## config.mk

```make
export PLATFORM = sky130hd
export DESIGN_NAME = led_command_parser_apa102
export DESIGN_NICKNAME = d
export VERILOG_FILES = /design/src/hdl/lcp_pkg.sv /design/src/hdl/lcp_datapath.sv /design/src/hdl/lcp_ctrl.sv /design/src/hdl/led_command_parser_apa102.sv
export VERILOG_INCLUDE_DIRS = /design/src /design/src/hdl
export SDC_FILE = /design/constraint.sdc
export NUM_CORES = 1
export LEC_CHECK = 0
export CAP_MARGIN = 25
export CORE_ASPECT_RATIO = 0.75
export CORE_MARGIN = 3
export CORE_UTILIZATION = 49
export CTS_CLUSTER_SIZE = 24
export DETAILED_ROUTE_END_ITERATION = 10
export DONT_BUFFER_PORTS = 1
export GPL_ROUTABILITY_DRIVEN = 0
export PLACE_DENSITY = 0.71
export SYNTH_ARGS = -nofsm -noshare
export SYNTH_HDL_FRONTEND = slang
export SYNTH_SLANG_ARGS = --single-unit
export TNS_END_PERCENT = 100
```

## constraint.sdc

```tcl
create_clock -name clk -period 6.6 [get_ports clk]
set_input_delay 1.65 -clock clk [delete_from_list [all_inputs] [get_ports clk]]
set_output_delay 1.65 -clock clk [all_outputs]
set_load 0.05 [all_outputs]
```

## src/hdl/led_command_parser_apa102_macros.svh

```systemverilog
// ---------------------------------------------------------------------------
// Assertion macros for the LED command parser.
// Each macro expands to a concurrent assertion clocked on clk and disabled
// while rst_n is low; in synthesis they expand to nothing.
// ---------------------------------------------------------------------------
`ifndef LED_COMMAND_PARSER_APA102_MACROS_SVH
`define LED_COMMAND_PARSER_APA102_MACROS_SVH

`ifndef SYNTHESIS

`define LCP_ASSERT_IMP(lbl, ante, cons) \
    lbl: assert property (@(posedge clk) disable iff (!rst_n) (ante) |-> (cons)) \
        else $error("lcp assertion failed");

`define LCP_ASSERT_NXT(lbl, ante, cons) \
    lbl: assert property (@(posedge clk) disable iff (!rst_n) (ante) |=> (cons)) \
        else $error("lcp assertion failed");

`else

`define LCP_ASSERT_IMP(lbl, ante, cons)

`define LCP_ASSERT_NXT(lbl, ante, cons)

`endif

`endif

```

## src/hdl/lcp_pkg.sv

```systemverilog
// ---------------------------------------------------------------------------
// lcp_pkg
// Types, constants and character tables shared by the LED command parser.
// ---------------------------------------------------------------------------
package lcp_pkg;

    localparam int unsigned LINE_LEN  = 12;
    localparam int unsigned NUM_LEDS  = 3;

    localparam logic [7:0] CH_BS    = 8'h08;
    localparam logic [7:0] CH_DEL   = 8'h7F;
    localparam logic [7:0] CH_CR    = 8'h0D;
    localparam logic [7:0] CH_LF    = 8'h0A;
    localparam logic [7:0] CH_SPACE = 8'h20;
    localparam logic [7:0] CH_HASH  = 8'h23;
    localparam logic [7:0] CH_D     = 8'h44;
    localparam logic [7:0] CH_SIX   = 8'h36;
    localparam logic [7:0] CH_EIGHT = 8'h38;
    localparam logic [7:0] LED_HDR  = 8'hE0;

    localparam logic [4:0] BS_LAST    = 5'd2;
    localparam logic [4:0] ERR_LAST   = 5'd16;
    localparam logic [4:0] FRAME_LAST = 5'd17;
    localparam logic [4:0] POS_FIRST  = 5'd1;
    localparam logic [4:0] POS_LAST   = 5'd11;

    typedef enum logic [2:0] {
        SRC_RX,
        SRC_BS,
        SRC_NL,
        SRC_POS,
        SRC_ERR,
        SRC_FRAME
    } lcp_src_t;

    typedef struct packed {
        logic [7:0] r;
        logic [7:0] g;
        logic [7:0] b;
    } lcp_rgb_t;

    typedef struct packed {
        logic       emit;
        logic       last;
        lcp_src_t   src;
        logic [4:0] idx;
        logic       load_rx;
        logic       store_char;
        logic       backspace;
        logic       clear_line;
        logic       set_rainbow;
        logic       set_colour;
        logic       advance_wheel;
        logic       frame_same;
    } lcp_cmd_t;

    typedef struct packed {
        logic       slot_free;
        logic [3:0] line_count;
        logic       rainbow_en;
        logic       hash_ok;
        logic       rbw_ok;
        logic [3:0] fail_pos;
        logic       dn_ok;
    } lcp_status_t;

    function automatic logic [7:0] err_char(input logic [4:0] i);
        logic [7:0] c;
        unique case (i)
            5'd0:    c = 8'h46; // F
            5'd1:    c = 8'h6F; // o
            5'd2:    c = 8'h72; // r
            5'd3:    c = 8'h6D; // m
            5'd4:    c = 8'h61; // a
            5'd5:    c = 8'h74; // t
            5'd6:    c = 8'h3A; // :
            5'd7:    c = 8'h20;
            5'd8:    c = 8'h49; // I
            5'd9:    c = 8'h6E; // n
            5'd10:   c = 8'h76; // v
            5'd11:   c = 8'h61; // a
            5'd12:   c = 8'h6C; // l
            5'd13:   c = 8'h69; // i
            5'd14:   c = 8'h64; // d
            5'd15:   c = CH_CR;
            default: c = CH_LF;
        endcase
        return c;
    endfunction

    // Expected character at line positions 1..11 of the rainbow command.
    function automatic logic [7:0] rbw_char(input logic [3:0] i);
        logic [7:0] c;
        unique case (i)
            4'd1:    c = 8'h46; // F
            4'd2:    c = 8'h55; // U
            4'd3:    c = 8'h4C; // L
            4'd4:    c = 8'h4C; // L
            4'd5:    c = 8'h52; // R
            4'd6:    c = 8'h41; // A
            4'd7:    c = 8'h49; // I
            4'd8:    c = 8'h4E; // N
            4'd9:    c = 8'h42; // B
            4'd10:   c = 8'h4F; // O
            default: c = 8'h57; // W
        endcase
        return c;
    endfunction

    function automatic logic is_hex(input logic [7:0] c);
        return ((c >= 8'h30) && (c <= 8'h39)) || ((c >= 8'h41) && (c <= 8'h46));
    endfunction

    function automatic logic [3:0] hex_val(input logic [7:0] c);
        logic [7:0] v;
        v = (c <= 8'h39) ? (c - 8'h30) : (c - 8'h37);
        return v[3:0];
    endfunction

endpackage

```

## src/hdl/lcp_datapath.sv

```systemverilog
// ---------------------------------------------------------------------------
// lcp_datapath
// Line store, LED colours, wheel position, brightness and the output
// register; builds each output byte from the controller's command.
// ---------------------------------------------------------------------------
`include "led_command_parser_apa102_macros.svh"

module lcp_datapath (
    input  logic                clk,
    input  logic                rst_n,
    input  lcp_pkg::lcp_cmd_t   cmd,
    output lcp_pkg::lcp_status_t st,
    input  logic [7:0]          rx_byte,
    input  logic                cfg_valid,
    input  logic [4:0]          global_brightness,
    output logic                out_valid,
    input  logic                out_ready,
    output logic                channel,
    output logic [7:0]          out_byte,
    output logic                last
);
    import lcp_pkg::*;

    logic [7:0] line_reg [LINE_LEN];
    logic [3:0] count_reg;
    logic       rbw_en_reg;
    logic [7:0] wheel_reg;
    lcp_rgb_t   col_reg [NUM_LEDS];
    logic [4:0] bri_reg;
    logic [7:0] rx_reg;
    logic       out_valid_reg;
    logic       chan_reg;
    logic [7:0] byte_reg;
    logic       last_reg;

    logic       slot_free;
    logic [7:0] byte_next;
    logic [3:0] fail;
    logic       rbw_match;
    logic [7:0] p;
    logic [7:0] q;
    logic [9:0] q3w;
    logic [7:0] q3;
    lcp_rgb_t   wheel_col;
    lcp_rgb_t   frame_col;
    logic [4:0] foff;
    logic [1:0] led_sel;
    logic [1:0] new_led;
    logic [7:0] led_char;

    assign slot_free = !out_valid_reg || out_ready;

    // Line check on the fixed positions of the store.
    always_comb
    begin
        fail      = 4'd0;
        rbw_match = 1'b1;
        for (int i = 11; i >= 1; i--)
        begin
            if ((i < 9) ? !is_hex(line_reg[i]) : (line_reg[i] != 8'h00))
            begin
                fail = 4'(i);
            end
            if (line_reg[i] != rbw_char(4'(i)))
            begin
                rbw_match = 1'b0;
            end
        end
    end

    assign led_char = line_reg[8];
    assign new_led  = 2'(led_char - CH_SIX);

    assign st.slot_free  = slot_free;
    assign st.line_count = count_reg;
    assign st.rainbow_en = rbw_en_reg;
    assign st.hash_ok    = (line_reg[0] == CH_HASH);
    assign st.rbw_ok     = rbw_match;
    assign st.fail_pos   = fail;
    assign st.dn_ok      = (line_reg[7] == CH_D) && (led_char >= CH_SIX)
                           && (led_char <= CH_EIGHT);

    // Colour wheel: p runs 1..255 and falls into one of three segments.
    always_comb
    begin
        p   = 8'(9'd255 - {1'b0, wheel_reg});
        q   = (p < 8'd85) ? p : ((p < 8'd170) ? (p - 8'd85) : (p - 8'd170));
        q3w = {2'b00, q} + {1'b0, q, 1'b0};
        q3  = q3w[7:0];
        if (p < 8'd85)
        begin
            wheel_col = '{r: 8'd255 - q3, g: 8'd0, b: q3};
        end
        else if (p < 8'd170)
        begin
            wheel_col = '{r: 8'd0, g: q3, b: 8'd255 - q3};
        end
        else
        begin
            wheel_col = '{r: q3, g: 8'd255 - q3, b: 8'd0};
        end
    end

    assign foff      = cmd.idx - 5'd4;
    assign led_sel   = foff[3:2];
    assign frame_col = cmd.frame_same ? wheel_col : col_reg[led_sel];

    always_comb
    begin
        unique case (cmd.src)
            SRC_RX:  byte_next = rx_reg;
            SRC_BS:  byte_next = (cmd.idx == 5'd1) ? CH_SPACE : CH_BS;
            SRC_NL:  byte_next = cmd.idx[0] ? CH_LF : CH_CR;
            SRC_POS: byte_next = line_reg[cmd.idx[3:0]];
            SRC_ERR: byte_next = err_char(cmd.idx);
            SRC_FRAME:
            begin
                if ((cmd.idx < 5'd4) || (cmd.idx > 5'd15))
                begin
                    byte_next = 8'h00;
                end
                else
                begin
                    unique case (foff[1:0])
                        2'd0:    byte_next = LED_HDR | {3'b000, bri_reg};
                        2'd1:    byte_next = frame_col.b;
                        2'd2:    byte_next = frame_col.g;
                        default: byte_next = frame_col.r;
                    endcase
                end
            end
            default: byte_next = 8'h00;
        endcase
    end

    always_ff @(posedge clk or negedge rst_n)
    begin
        if (!rst_n)
        begin
            for (int i = 0; i < LINE_LEN; i++)
            begin
                line_reg[i] <= 8'h00;
            end
            for (int i = 0; i < NUM_LEDS; i++)
            begin
                col_reg[i] <= '0;
            end
            count_reg     <= 4'd0;
            rbw_en_reg    <= 1'b0;
            wheel_reg     <= 8'd0;
            bri_reg       <= 5'd7;
            out_valid_reg <= 1'b0;
        end
        else
        begin
            if (cfg_valid)
            begin
                bri_reg <= global_brightness;
            end
            if (cmd.store_char)
            begin
                line_reg[count_reg] <= rx_byte;
                count_reg           <= count_reg + 4'd1;
            end
            if (cmd.backspace)
            begin
                line_reg[count_reg - 4'd1] <= 8'h00;
                count_reg                  <= count_reg - 4'd1;
            end
            if (cmd.clear_line)
            begin
                for (int i = 0; i < LINE_LEN; i++)
                begin
                    line_reg[i] <= 8'h00;
                end
                count_reg <= 4'd0;
            end
            if (cmd.set_rainbow)
            begin
                rbw_en_reg <= 1'b1;
                for (int i = 0; i < NUM_LEDS; i++)
                begin
                    col_reg[i] <= '0;
                end
            end
            if (cmd.set_colour)
            begin
                rbw_en_reg       <= 1'b0;
                col_reg[new_led] <= '{r: {hex_val(line_reg[1]), hex_val(line_reg[2])},
                                      g: {hex_val(line_reg[3]), hex_val(line_reg[4])},
                                      b: {hex_val(line_reg[5]), hex_val(line_reg[6])}};
            end
            if (cmd.advance_wheel)
            begin
                wheel_reg <= (wheel_reg == 8'd254) ? 8'd0 : (wheel_reg + 8'd1);
            end
            if (cmd.emit)
            begin
                out_valid_reg <= 1'b1;
            end
            else if (out_ready)
            begin
                out_valid_reg <= 1'b0;
            end
        end
    end

    always_ff @(posedge clk)
    begin
        if (cmd.load_rx)
        begin
            rx_reg <= rx_byte;
        end
        if (cmd.emit)
        begin
            chan_reg <= (cmd.src == SRC_FRAME);
            byte_reg <= byte_next;
            last_reg <= cmd.last;
        end
    end

    assign out_valid = out_valid_reg;
    assign channel   = chan_reg;
    assign out_byte  = byte_reg;
    assign last      = last_reg;

    `LCP_ASSERT_IMP(a_count_range, 1'b1, count_reg <= 4'(LINE_LEN))
    `LCP_ASSERT_IMP(a_wheel_range, 1'b1, wheel_reg != 8'd255)
    `LCP_ASSERT_NXT(a_emit_shows, cmd.emit, out_valid_reg)

endmodule

```

## src/hdl/lcp_ctrl.sv

```systemverilog
// ---------------------------------------------------------------------------
// lcp_ctrl
// Sequencer that takes input items and steps through the byte sequences
// of echo, line check, error text and LED frames.
// ---------------------------------------------------------------------------
`include "led_command_parser_apa102_macros.svh"

module lcp_ctrl (
    input  logic                 clk,
    input  logic                 rst_n,
    input  logic                 in_valid,
    output logic                 in_ready,
    input  logic                 req_type,
    input  logic [7:0]           rx_byte,
    input  lcp_pkg::lcp_status_t st,
    output lcp_pkg::lcp_cmd_t    cmd
);
    import lcp_pkg::*;

    typedef enum logic [2:0] {
        S_IDLE,
        S_ECHO,
        S_BS,
        S_NL,
        S_POS,
        S_NL2,
        S_ERR,
        S_FRAME
    } state_t;

    state_t     state_reg, state_next;
    logic [4:0] idx_reg, idx_next;
    logic       same_reg, same_next;
    logic       fire;

    assign fire = st.slot_free;

    always_comb
    begin
        cmd            = '0;
        cmd.src        = SRC_RX;
        cmd.idx        = idx_reg;
        cmd.frame_same = same_reg;
        in_ready       = 1'b0;
        state_next     = state_reg;
        idx_next       = idx_reg;
        same_next      = same_reg;
        unique case (state_reg)
            S_IDLE:
            begin
                in_ready = 1'b1;
                idx_next = 5'd0;
                if (in_valid)
                begin
                    if (req_type)
                    begin
                        if (st.rainbow_en)
                        begin
                            cmd.advance_wheel = 1'b1;
                            same_next         = 1'b1;
                            state_next        = S_FRAME;
                        end
                    end
                    else if ((rx_byte == CH_CR) || (rx_byte == CH_LF))
                    begin
                        state_next = S_NL;
                    end
                    else if ((rx_byte == CH_BS) || (rx_byte == CH_DEL))
                    begin
                        if (st.line_count != 4'd0)
                        begin
                            cmd.backspace = 1'b1;
                            state_next    = S_BS;
                        end
                    end
                    else if (st.line_count < 4'(LINE_LEN))
                    begin
                        cmd.store_char = 1'b1;
                        cmd.load_rx    = 1'b1;
                        state_next     = S_ECHO;
                    end
                end
            end
            S_ECHO:
            begin
                cmd.emit = fire;
                cmd.last = 1'b1;
                if (fire)
                begin
                    state_next = S_IDLE;
                end
            end
            S_BS:
            begin
                cmd.src  = SRC_BS;
                cmd.emit = fire;
                cmd.last = (idx_reg == BS_LAST);
                if (fire)
                begin
                    idx_next = idx_reg + 5'd1;
                    if (idx_reg == BS_LAST)
                    begin
                        state_next = S_IDLE;
                    end
                end
            end
            S_NL:
            begin
                cmd.src  = SRC_NL;
                cmd.emit = fire;
                cmd.last = idx_reg[0] && st.hash_ok && st.rbw_ok;
                if (fire)
                begin
                    idx_next = idx_reg + 5'd1;
                    if (idx_reg[0])
                    begin
                        if (!st.hash_ok)
                        begin
                            idx_next   = 5'd0;
                            state_next = S_ERR;
                        end
                        else if (st.rbw_ok)
                        begin
                            cmd.set_rainbow = 1'b1;
                            cmd.clear_line  = 1'b1;
                            state_next      = S_IDLE;
                        end
                        else
                        begin
                            idx_next   = POS_FIRST;
                            state_next = S_POS;
                        end
                    end
                end
            end
            S_POS:
            begin
                cmd.src  = SRC_POS;
                cmd.emit = fire;
                if (fire)
                begin
                    idx_next = idx_reg + 5'd1;
                    if ({1'b0, st.fail_pos} == idx_reg)
                    begin
                        idx_next   = 5'd0;
                        state_next = S_ERR;
                    end
                    else if (idx_reg == POS_LAST)
                    begin
                        idx_next   = 5'd0;
                        state_next = S_NL2;
                    end
                end
            end
            S_NL2:
            begin
                cmd.src  = SRC_NL;
                cmd.emit = fire;
                if (fire)
                begin
                    idx_next = idx_reg + 5'd1;
                    if (idx_reg[0])
                    begin
                        idx_next = 5'd0;
                        if (st.dn_ok)
                        begin
                            cmd.set_colour = 1'b1;
                            cmd.clear_line = 1'b1;
                            same_next      = 1'b0;
                            state_next     = S_FRAME;
                        end
                        else
                        begin
                            state_next = S_ERR;
                        end
                    end
                end
            end
            S_ERR:
            begin
                cmd.src  = SRC_ERR;
                cmd.emit = fire;
                cmd.last = (idx_reg == ERR_LAST);
                if (fire)
                begin
                    idx_next = idx_reg + 5'd1;
                    if (idx_reg == ERR_LAST)
                    begin
                        cmd.clear_line = 1'b1;
                        state_next     = S_IDLE;
                    end
                end
            end
            S_FRAME:
            begin
                cmd.src  = SRC_FRAME;
                cmd.emit = fire;
                cmd.last = (idx_reg == FRAME_LAST);
                if (fire)
                begin
                    idx_next = idx_reg + 5'd1;
                    if (idx_reg == FRAME_LAST)
                    begin
                        state_next = S_IDLE;
                    end
                end
            end
            default:
            begin
                state_next = S_IDLE;
            end
        endcase
    end

    always_ff @(posedge clk or negedge rst_n)
    begin
        if (!rst_n)
        begin
            state_reg <= S_IDLE;
            idx_reg   <= 5'd0;
            same_reg  <= 1'b0;
        end
        else
        begin
            state_reg <= state_next;
            idx_reg   <= idx_next;
            same_reg  <= same_next;
        end
    end

    `LCP_ASSERT_IMP(a_emit_free, cmd.emit, st.slot_free)
    `LCP_ASSERT_NXT(a_last_idle, cmd.emit && cmd.last, state_reg == S_IDLE)
    `LCP_ASSERT_IMP(a_pos_range, state_reg == S_POS,
                    (idx_reg >= POS_FIRST) && (idx_reg <= POS_LAST))

endmodule

```

## src/hdl/led_command_parser_apa102.sv

```systemverilog
// ---------------------------------------------------------------------------
// led_command_parser_apa102
// Command-line parser for UART bytes and APA102 LED frame driver with a
// colour-wheel rainbow mode.
// ---------------------------------------------------------------------------
//  channel | handshake            | payload
//  --------+----------------------+------------------------------
//  in      | in_valid / in_ready  | req_type, rx_byte
//  out     | out_valid / out_ready| channel, out_byte, last
//  cfg     | cfg_valid / cfg_ready| global_brightness
//
// The sequencer holds one item at a time and steps through its result
// bytes in order; it takes a new item only once the last result byte of
// the current one has been issued.
// A stall on out_ready holds the sequencer with the output register.
// Reset is asynchronous; it clears the line, the colours, rainbow mode and
// the wheel, and sets the brightness to 7. Configuration is always ready.
// ---------------------------------------------------------------------------
module led_command_parser_apa102 (
    input  logic       clk,
    input  logic       rst_n,
    input  logic       in_valid,
    output logic       in_ready,
    input  logic       req_type,
    input  logic [7:0] rx_byte,
    output logic       out_valid,
    input  logic       out_ready,
    output logic       channel,
    output logic [7:0] out_byte,
    output logic       last,
    input  logic       cfg_valid,
    output logic       cfg_ready,
    input  logic [4:0] global_brightness
);
    import lcp_pkg::*;

    lcp_cmd_t    cmd;
    lcp_status_t st;

    assign cfg_ready = 1'b1;

    lcp_ctrl u_ctrl (
        .clk      (clk),
        .rst_n    (rst_n),
        .in_valid (in_valid),
        .in_ready (in_ready),
        .req_type (req_type),
        .rx_byte  (rx_byte),
        .st       (st),
        .cmd      (cmd)
    );

    lcp_datapath u_dp (
        .clk               (clk),
        .rst_n             (rst_n),
        .cmd               (cmd),
        .st                (st),
        .rx_byte           (rx_byte),
        .cfg_valid         (cfg_valid),
        .global_brightness (global_brightness),
        .out_valid         (out_valid),
        .out_ready         (out_ready),
        .channel           (channel),
        .out_byte          (out_byte),
        .last              (last)
    );

endmodule

```

After elaboration in Yosys (flattened, before gate mapping)
Memory sizes are Yosys's and may differ from the RTL's.
Index checks and enable logic that the tools add are counted.
- output and inout port bits: 13
- bits of input ports: 19
- memories: 1
- register bits: 214
- bits in read-only memories: 112
- memory list (memory ; depth ; bits a word ; read ports ; clocked after Yosys merged registers in ; wr ports ; RTL line ; source):
    (no name shown) ; 16 ; 7 ; 1 ; 0 ; 0 ; lcp_pkg.sv:69 ; unique case (i)
- equality and inequality tests: 59
- magnitude comparators: 47
- reduce and logical (&&, ||, !) cells: 54
- mux-type cells: 137
- add/sub/neg operators: 23
- bitwise gates (word level): 7
- operators by type and width (operator ; number):
    96-bit two-way mux ; 3
    24-bit two-way mux ; 6
    72-bit two-way mux ; 2
    96-bit AND ; 1
    96-bit bitwise mux ; 1
    96-bit NOT ; 1
    8-bit by 7-bit != test with 1-bit output (second input constant) ; 11
    3-bit two-way mux ; 28
    4-bit two-way mux ; 20
    72-bit bitwise mux ; 1
    8-bit by 6-bit >= comparator with 1-bit output (second input constant) ; 9
    8-bit by 6-bit less-or-equal comparator with 1-bit output (second input constant) ; 9
    8-bit two-way mux ; 9
    8-bit demux with 4-bit select ; 2
    8-bit by 7-bit >= comparator with 1-bit output (second input constant) ; 8
    8-bit by 7-bit less-or-equal comparator with 1-bit output (second input constant) ; 8
    5-bit two-way mux ; 10
    24-bit binary-select mux with 2-bit select ; 1
    24-bit demux with 2-bit select ; 1
    8-bit case mux with 6 select lines ; 1
    1-bit two-way mux ; 37
    8-bit binary-select mux with 4-bit select ; 1
    2-bit by 1-bit != test with 1-bit output (second input constant) ; 14
    4-bit by 1-bit subtractor with 4-bit output (second input constant) ; 7
    other kinds (64) ; 136

Logic depth before layout (Yosys ltp)
Gate-level depths: netlist of the first run.
- depth in word-level cells: 20
- gate-level depth with buffers: 21
- depth with buffers taken out: 20

By module
Synthesis of the first run repeated with hierarchy kept, for this count alone.
- cell total of the unflattened synthesis: 1623
- area, all modules: 14148.6 µm²
- by module, submodules not included (module ; instances ; area each (µm²) ; cells an instance):
    lcp_datapath ; 1 ; 13011.2 ; 1477
    lcp_ctrl ; 1 ; 1126.1 ; 144
    led_command_parser_apa102 ; 1 ; 11.3 ; 2

Least setup slack after synthesis of the first run
OpenSTA, ideal clock, no wires.
- path type: register -> register
- from: register u_dp.wheel_reg[1]
- to: register u_dp.byte_reg[7], in the netlist u_dp.out_byte[7], data pin
- slack: 2103 ps
- cell stages (with the launch flop): 19
- required time: 6322 ps
- period minus slack after synthesis: 4497 ps
- buffers on the path: 1
- arrival: 4219 ps
- library setup time: 278 ps
- cell sequence: dfrtp_1 -> ha_1 -> o21a_1 -> o21a_1 -> o21ai_1 -> clkbuf_1 -> nand2_1 -> a221oi_1 -> inv_1 -> fa_1 -> inv_1 -> a21o_1 -> a21oi_1 -> o21ai_0 -> xor2_1 -> xnor2_1 -> a31o_1 -> a2111oi_0 -> o311ai_1
- cells in the longest elaborated chain, start to end: 12
- elaborated cells on any way between the ends: 15
- those cells by class: 5 x add/sub; 2 x order compare; 8 x mux
- RTL lines (item ; RTL line ; source):
    from (decl) ; lcp_datapath.sv:27 ; logic [7:0] wheel_reg;
    from (signal assigned) ; lcp_datapath.sv:195 ; wheel_reg <= (wheel_reg == 8'd254) ? 8'd0 : (wheel_reg + 8'd1);
    8-bit subtractor (*) ; lcp_datapath.sv:86 ; p = 8'(9'd255 - {1'b0, wheel_reg});
    8-bit subtractor, or another cell as far along ; lcp_datapath.sv:87 ; q = (p < 8'd85) ? p : ((p < 8'd170) ? (p - 8'd85) : (p - 8'd170));
    8-bit two-way mux (2 in a row) ; lcp_datapath.sv:87 ;
    8-bit adder ; lcp_datapath.sv:88 ; q3w = {2'b00, q} + {1'b0, q, 1'b0};
    8-bit subtractor ; lcp_datapath.sv:92, lcp_datapath.sv:96, lcp_datapath.sv:100 ;
    24-bit two-way mux ; lcp_datapath.sv:94 ; else if (p < 8'd170)
    24-bit two-way mux (*) ; lcp_datapath.sv:90 ; if (p < 8'd85)
    24-bit two-way mux (*) ; lcp_datapath.sv:106 ; assign frame_col = cmd.frame_same ? wheel_col : col_reg[led_sel];
    8-bit case mux with 3 select lines (*) ; lcp_datapath.sv:124 ; unique case (foff[1:0])
    8-bit two-way mux (*) ; lcp_datapath.sv:118 ; if ((cmd.idx < 5'd4) || (cmd.idx > 5'd15))
    8-bit case mux with 6 select lines (*) ; lcp_datapath.sv:110 ; unique case (cmd.src)
    net u_dp.byte_next[7] ; lcp_datapath.sv:37 ; logic [7:0] byte_next;
    to (signal assigned) ; lcp_datapath.sv:217 ; byte_reg <= byte_next;
    to (decl) ; lcp_datapath.sv:33 ; logic [7:0] byte_reg;
Mark *: on every way through the listed nets, which the timed path passes. The rest lies on a longest branch.
A chain may end at the register's enable or synchronous reset.

Final worst setup path of the first run
- from: register u_dp.wheel_reg[0]
- to: register u_dp.byte_reg[7], in the netlist u_dp.out_byte[7], data pin
Same word-level chain as after synthesis.

==> metrics.yaml, run 1 <==
status: "completed"
track_usage_pct: 26.6
cts_buffers: 23
min_period_ns: 5.20
period_share_pct: 78.8
whs_ns: 0.495
setup_viol: 0
drt-total-wl_mm: 40.2
yosysWarnings: 0
setup_ws_ns: 1.40
syn_nets: 1566
nNetsFinal: 1500
overflow: 0
synthesis.area_mm2: 0.0137
port-buffer-count: 0
r2r_slack_ns: 1.40
cts_setup_buffers: 0
synth_seq_cells: 214
slew_headroom_pct: 27.2
synth_ff_type: "dfrtp_1"
syn_area_per_cell_um2: 9.22
rows: 52
vias_per_cell: 6.58
dp_hpwl_mm: 27.8
start_util_pct: 50.3
largest_reg_flops: 88
ant_nets: 0
grt_antenna_before_repair: 0
cp_max_fo: 13
cp_data_arrival_time_ns: 5.44
peakVddDrop_uv: 165
drcViolationCount: 0
cts_root_buf: "clkbuf_16"
grt_pass1_vias: 10800
drtIter0Drc: 1644
htree_levels: 1
cts_tree: "done"
core_mm2: 0.0273
synth_top_area_cell: "dfrtp_1"
timing.final.max_slew_violations: 0
worst_hold_path_type: "reg -> reg"
final_util_pct: 54.0
tns_ns: 0
post_cts_resized: 0
die_h_um: 151
grt_max_degree: 197
maxCapViolations: 0
syn_inst: 1489
drive_above_1_share_pct: 9.38
ys_seq_area_share_pct: 39.7
syn_to_final_growth_pct: 7.24
rsz0062_at_grt: "no"
vias: 11800
synth_edf_count: 18
place_inst: 1748
power.density_mw_per_mm2: 344
post_drt_wl_per_cell_um: 22.4
synthArstFlopShare_pct: 91.6
cts_num_sinks: 214
die_area_mm2: 0.0301
crit_path_end_kind: "flop"
fmaxAchievable_mhz: 192
path_class: "reg -> reg"
io_pins: 32
diodes: 0
dr.pass1.iters: 5
cts_hold_buf: 0
max_slew.worst_pin.slew_ns: 1.08
synth_top_area_share_pct: 35.2
synth.distinct_cells: 90
clk_latency_ns: 0.54
stdcell_count: 1791
hold_viol_final: 0
critPathLaunchType: "flop"
fin_skew_ns: 0.0193
worstPathRequired_ns: 6.84
power.leakage_uw: 0.00674
synth.area.top_cells: "dfrtp_1 35%, mux2i_1 7.6%, ha_1 5.2%, nor2_1 4.6%, nand3_1 4.5%"
cts_buffer_depth: 3
die_x_um: 199
cts.clk_slew.worst_paths_ns: 0.06
grt_pass1_wl_mm: 62.9
dp_slack_ns: 1.46
[cell type report]
type                            count  area [um^2]
Sequential cell                   214         5450
Fill cell                        2435        12500
Clock inverter                     14          206
Inverter                           42          158
Clock buffer                       28          614
Multi-Input combinational cell   1126         7730
Timing Repair Buffer               16          120
Tap cell                          351          439
[critical path, cell delays in order, from the launching register on]
cell       delay (ns)
dfrtp_1          0.48
ha_1             0.28
o21a_1           0.21
o21a_1           0.22
o21ai_1          0.78
nand2_1          0.11
a221oi_1         0.47
inv_1            0.13
fa_1             0.47
inv_1            0.08
a21o_1           0.11
a21oi_1          0.09
o21ai_0          0.22
xor2_1           0.39
mux2i_1          0.24
a21oi_1          0.08
a2111oi_0        0.41
o311ai_1         0.15
[report_power, final]
part,internal [uW],switching (uW)
clock network,860,550
registers,1520,365
logic,651,1120
[metal layers]
metal / global-route usage (%) / part of all wire, %
met1: 40.2 / 44
met2: 36.4 / 40
met3: 8.54 / 13
met4: 7.48 / 2.6
met5: 0 / 0
[cell families after synthesis]
logic type / after synthesis / synth area share (%)
AOI/OAI and AO/OA: 383 / 18.2
xor gates and xnor gates: 40 / 2.55
adders and majority gates: 58 / 5.34
buffers and inverters: 149 / 4.12
DFF: 214 / 39.7
muxes: 151 / 12.8
other: 1 / 0.0273
and+or+nand+nor: 493 / 17.2
[cells in the mapped netlist, types with 4 or more instances]
cell type  instances
dfrtp_1          193
nor2_1           167
nand3_1          124
mux2i_1          104
o21ai_0          102
clkbuf_1          95
nand2_1           91
a21oi_1           89
ha_1              57
inv_1             41
mux2_2            31
xnor2_1           29
a221oi_1          24
o21ai_1           21
nor3_1            19
edfxtp_1          18
mux4_2            16
nand4_1           16
o22ai_1           14
a211oi_1          12
a31oi_1           11
xor2_1            11
a31o_2            10
and3_1             9
buf_1              9
nor4_1             8
o21a_1             8
a211o_1            7
a21o_1             7
nor2b_1            7
o211ai_1           7
o21bai_1           7
or3_1              7
nand2b_1           6
nor4b_1            6
or4b_1             6
a2111oi_0          5
nor3b_1            5
a222oi_1           4
a22o_1             4
o31a_1             4
o31ai_1            4
or4_1              4
[cells in the final DEF (no fill, tap or decap), types with 8 or more instances in the layout]
master     Yosys  routed
o21a_1         8       8
inv_1         41      41
nand3_1      124     124
nor4_1         8       8
a31oi_1       11      11
mux2i_1      104     104
xor2_1        11      11
a21oi_1       89      89
ha_1          57      57
nand4_1       16      16
o21ai_1       21      21
o21ai_0      102     102
clkbuf_16      0      23
o22ai_1       14      14
nand2_1       91      91
xnor2_1       29      29
mux4_2        16      16
nor2_1       167     167
edfxtp_1      18      18
buf_4          1      16
and3_1         9       9
nor3_1        19      18
mux2_2        31      31
dfrtp_1      193     192
a31o_2        10      10
a211oi_1      12      12
a221oi_1      24      24
[path summary, 6_finish.rpt]
kind / startpoint / endpoint / cells after the start
worst max-delay path: u_dp.wheel_reg[0] / u_dp.out_byte[7] / 17
worst min-delay path: u_dp.col_reg[60] / u_dp.col_reg[60] / 2
worst max register to register: u_dp.wheel_reg[0] / u_dp.out_byte[7] / 17
worst min register to register: u_dp.col_reg[60] / u_dp.col_reg[60] / 2
max in group asynchronous: rst_n / u_ctrl.idx_reg[0] / 0
min in group asynchronous: rst_n / u_dp.wheel_reg[5] / 0
[metrics by stage]
stage / instance area, um^2 / power [uW]
2_1_floorplan: 13700 / 3110
3_3_place_gp: 13900 / 3570
3_5_place_dp: 13900 / 3610
4_1_cts: 14700 / 5030
5_1_grt: 14700 / 5320
6_report: 14700 / 5070
Power figures use the tool's default switching activity.
==> run 2: changes to the inputs <==
==> constraint.sdc (replaced) <==
create_clock -name clk -period 4.8 [get_ports clk]
set_input_delay 1.2 -clock clk [delete_from_list [all_inputs] [get_ports clk]]
set_output_delay 1.2 -clock clk [all_outputs]
set_load 0.05 [all_outputs]
==> metrics.yaml, run 2 (same netlist as run 1, synthesis figures left out) <==
timing.final.max_slew_violations: 0  # unchanged
fmaxAchievable_mhz: 228  # +19%
cts_setup_buffers: 0  # unchanged
overflow: 0  # unchanged
worst_r2r_path_depth: 19  # +2
dp_hpwl_mm: 28.3  # +2.0%
final_cell_mix: "192 x dfrtp_1, 167 x nor2_1, 124 x nand3_1"
worstPathCellList: "o21a_1, o21a_1, o21ai_1, buf_4, nand2_1, nor3_1, a221oi_1, inv_1, fa_1, inv_1, a21o_1, a21oi_1, o21ai_0, xor2_1, buf_4, xnor2_1, a31o_1, a2111oi_0, o311ai_1"
rsz0062_at_grt: "no"
place_inst: 1763  # +0.86%
dp_slack_ns: 0.385  # -1.07 ns
largest_reg_flops: 88  # unchanged
min_period_ns: 4.39  # -0.813 ns
maxCapViolations: 0  # unchanged
io_pins: 32  # unchanged
fill_cells: 2425  # -0.41%
syn_to_final_growth_pct: 7.14  # about the same
drcViolationCount: 0  # unchanged
drt-total-wl_mm: 40.6  # +1.2%
crit_path_end_kind: "flop"
htree_levels: 1  # unchanged
cts_num_sinks: 214  # unchanged
critPathMaxStageDelay_ns: 0.50  # -0.28 ns
critPathSlowestCell: "dfrtp_1"
vias: 11800  # +0.034%
worst_hold_path_type: "in -> async"
stdcell_count: 1804  # +0.73%
path_class: "reg -> reg"
grt_antenna_before_repair: 1  # +1
hold_viol_final: 0  # unchanged
cp_data_arrival_time_ns: 4.63  # -0.81 ns
r2r_slack_ns: 0.41  # -0.99 ns
cts_buffers: 23  # unchanged
die_x_um: 199  # unchanged
peakVddDrop_uv: 226  # +38%
setup_ws_ns: 0.412  # -0.987 ns
die_area_mm2: 0.0301  # unchanged
ant_nets: 0  # unchanged
cts_hold_buf: 0  # unchanged
fin_skew_ns: 0.0131  # -0.00629 ns
post_cts_resized: 0  # unchanged
setup_viol: 0  # unchanged
start_util_pct: 50.3  # unchanged
vias_per_cell: 6.54  # -0.69%
cts_buffer_depth: 3  # unchanged
dr.pass1.iters: 6  # +1
tns_ns: 0  # unchanged
crit_end: "u_dp.out_byte[7]"
worstReg2RegStart: "u_dp.wheel_reg[3]"
cts.clk_slew.worst_paths_ns: 0.06  # about the same
drive_above_1_share_pct: 9.98  # +0.60 points
post_drt_wl_per_cell_um: 22.5  # +0.44%
worstPathRequired_ns: 5.04  # -1.80 ns
power.leakage_uw: 0.00675  # +0.19%
slew_headroom_pct: 23.0  # -4.2 points
drtIter0Drc: 1772  # +7.8%
grt_max_degree: 197  # unchanged
cts_root_buf: "clkbuf_16"
rows: 52  # unchanged
cp_max_fo: 11  # -2
power.density_mw_per_mm2: 458  # +33%
clk_latency_ns: 0.52  # -0.02 ns
track_usage_pct: 26.7  # +0.11 points
die_h_um: 151  # unchanged
period_share_pct: 91.4  # +13 points
timing.rr.end: "u_dp.out_byte[7]"
core_mm2: 0.0273  # unchanged
cts_tree: "done"
max_slew.worst_pin.slew_ns: 1.15  # +0.0680 ns
grt_pass1_wl_mm: 62.6  # -0.44%
critPathLaunchType: "flop"
nNetsFinal: 1515  # +1.0%
crit_start: "u_dp.wheel_reg[3]"
port-buffer-count: 0  # unchanged
diodes: 0  # unchanged
mostFrequentLayoutCell: "dfrtp_1"
status: "completed"
grt_pass1_vias: 10700  # -0.33%
run 2: worst min-delay path by stage:
stage | start | to | slack (ns) | cells after the start
4_1_cts | rst_n | u_dp.wheel_reg[7] | 0.35 | 0
3_5_place_dp | u_dp.col_reg[71] | u_dp.col_reg[71] | 0.49 | 2
3_3_place_gp | u_dp.col_reg[57] | u_dp.col_reg[57] | 0.48 | 2
2_1_floorplan | u_dp.col_reg[53] | u_dp.col_reg[53] | 0.46 | 2
5_1_grt | rst_n | u_dp.wheel_reg[7] | 0.37 | 0
6_report | rst_n | u_dp.wheel_reg[7] | 0.38 | 0
run 2: critical path, delay by kind of cell, from the launching register on:
kind | cells | cell delay, ns
AOI/OAI and AO/OA | 10 | 2.11
xor gates and xnor gates | 2 | 0.25
adders and majority gates | 1 | 0.47
buffers and inverters | 4 | 0.57
DFF | 1 | 0.50
and+or+nand+nor | 2 | 0.18
run 2: area by class of cell:
class                      instances  area [um^2]  share of cell area [%]
multi-input combinational       1126         7730                    52.6
clock buffer                      32          649                    4.42
sequential                       214         5450                    37.1
inverter                          42          158                    1.07
timing repair buffer              31          233                    1.58
tap                              351          439                    2.99
clock inverter                     8         45.0                   0.306
run 2: stage by stage:
step	power, uW	utilization (%)	hold WS [ns]	instance area [um^2]
after floorplan	4270	-	0.463	13700
after global placement	4950	51.4	0.480	14000
after detailed placement	5000	51.4	0.488	14000
after CTS	6680	53.9	0.353	14700
after global routing	7060	53.9	0.366	14700
final	6740	53.9	0.375	14700
run 2: power by group:
group	internal [uW]	leakage, uW	switching, uW
combinational	908	0.00370	1560
sequential	2090	0.00272	513
clock	940	0.000335	727
total	3940	0.00675	2800
run 2: per-layer routing:
layer | GRT usage, % | part of all wire, % | vias to the layer above
li1 | - | - | 5358
met1 | 40.7 | 44 | 5724
met2 | 36.7 | 40 | 635
met3 | 8.23 | 13 | 73
met4 | 6.60 | 2.5 | 2
met5 | 1.85 | 0.17 | -
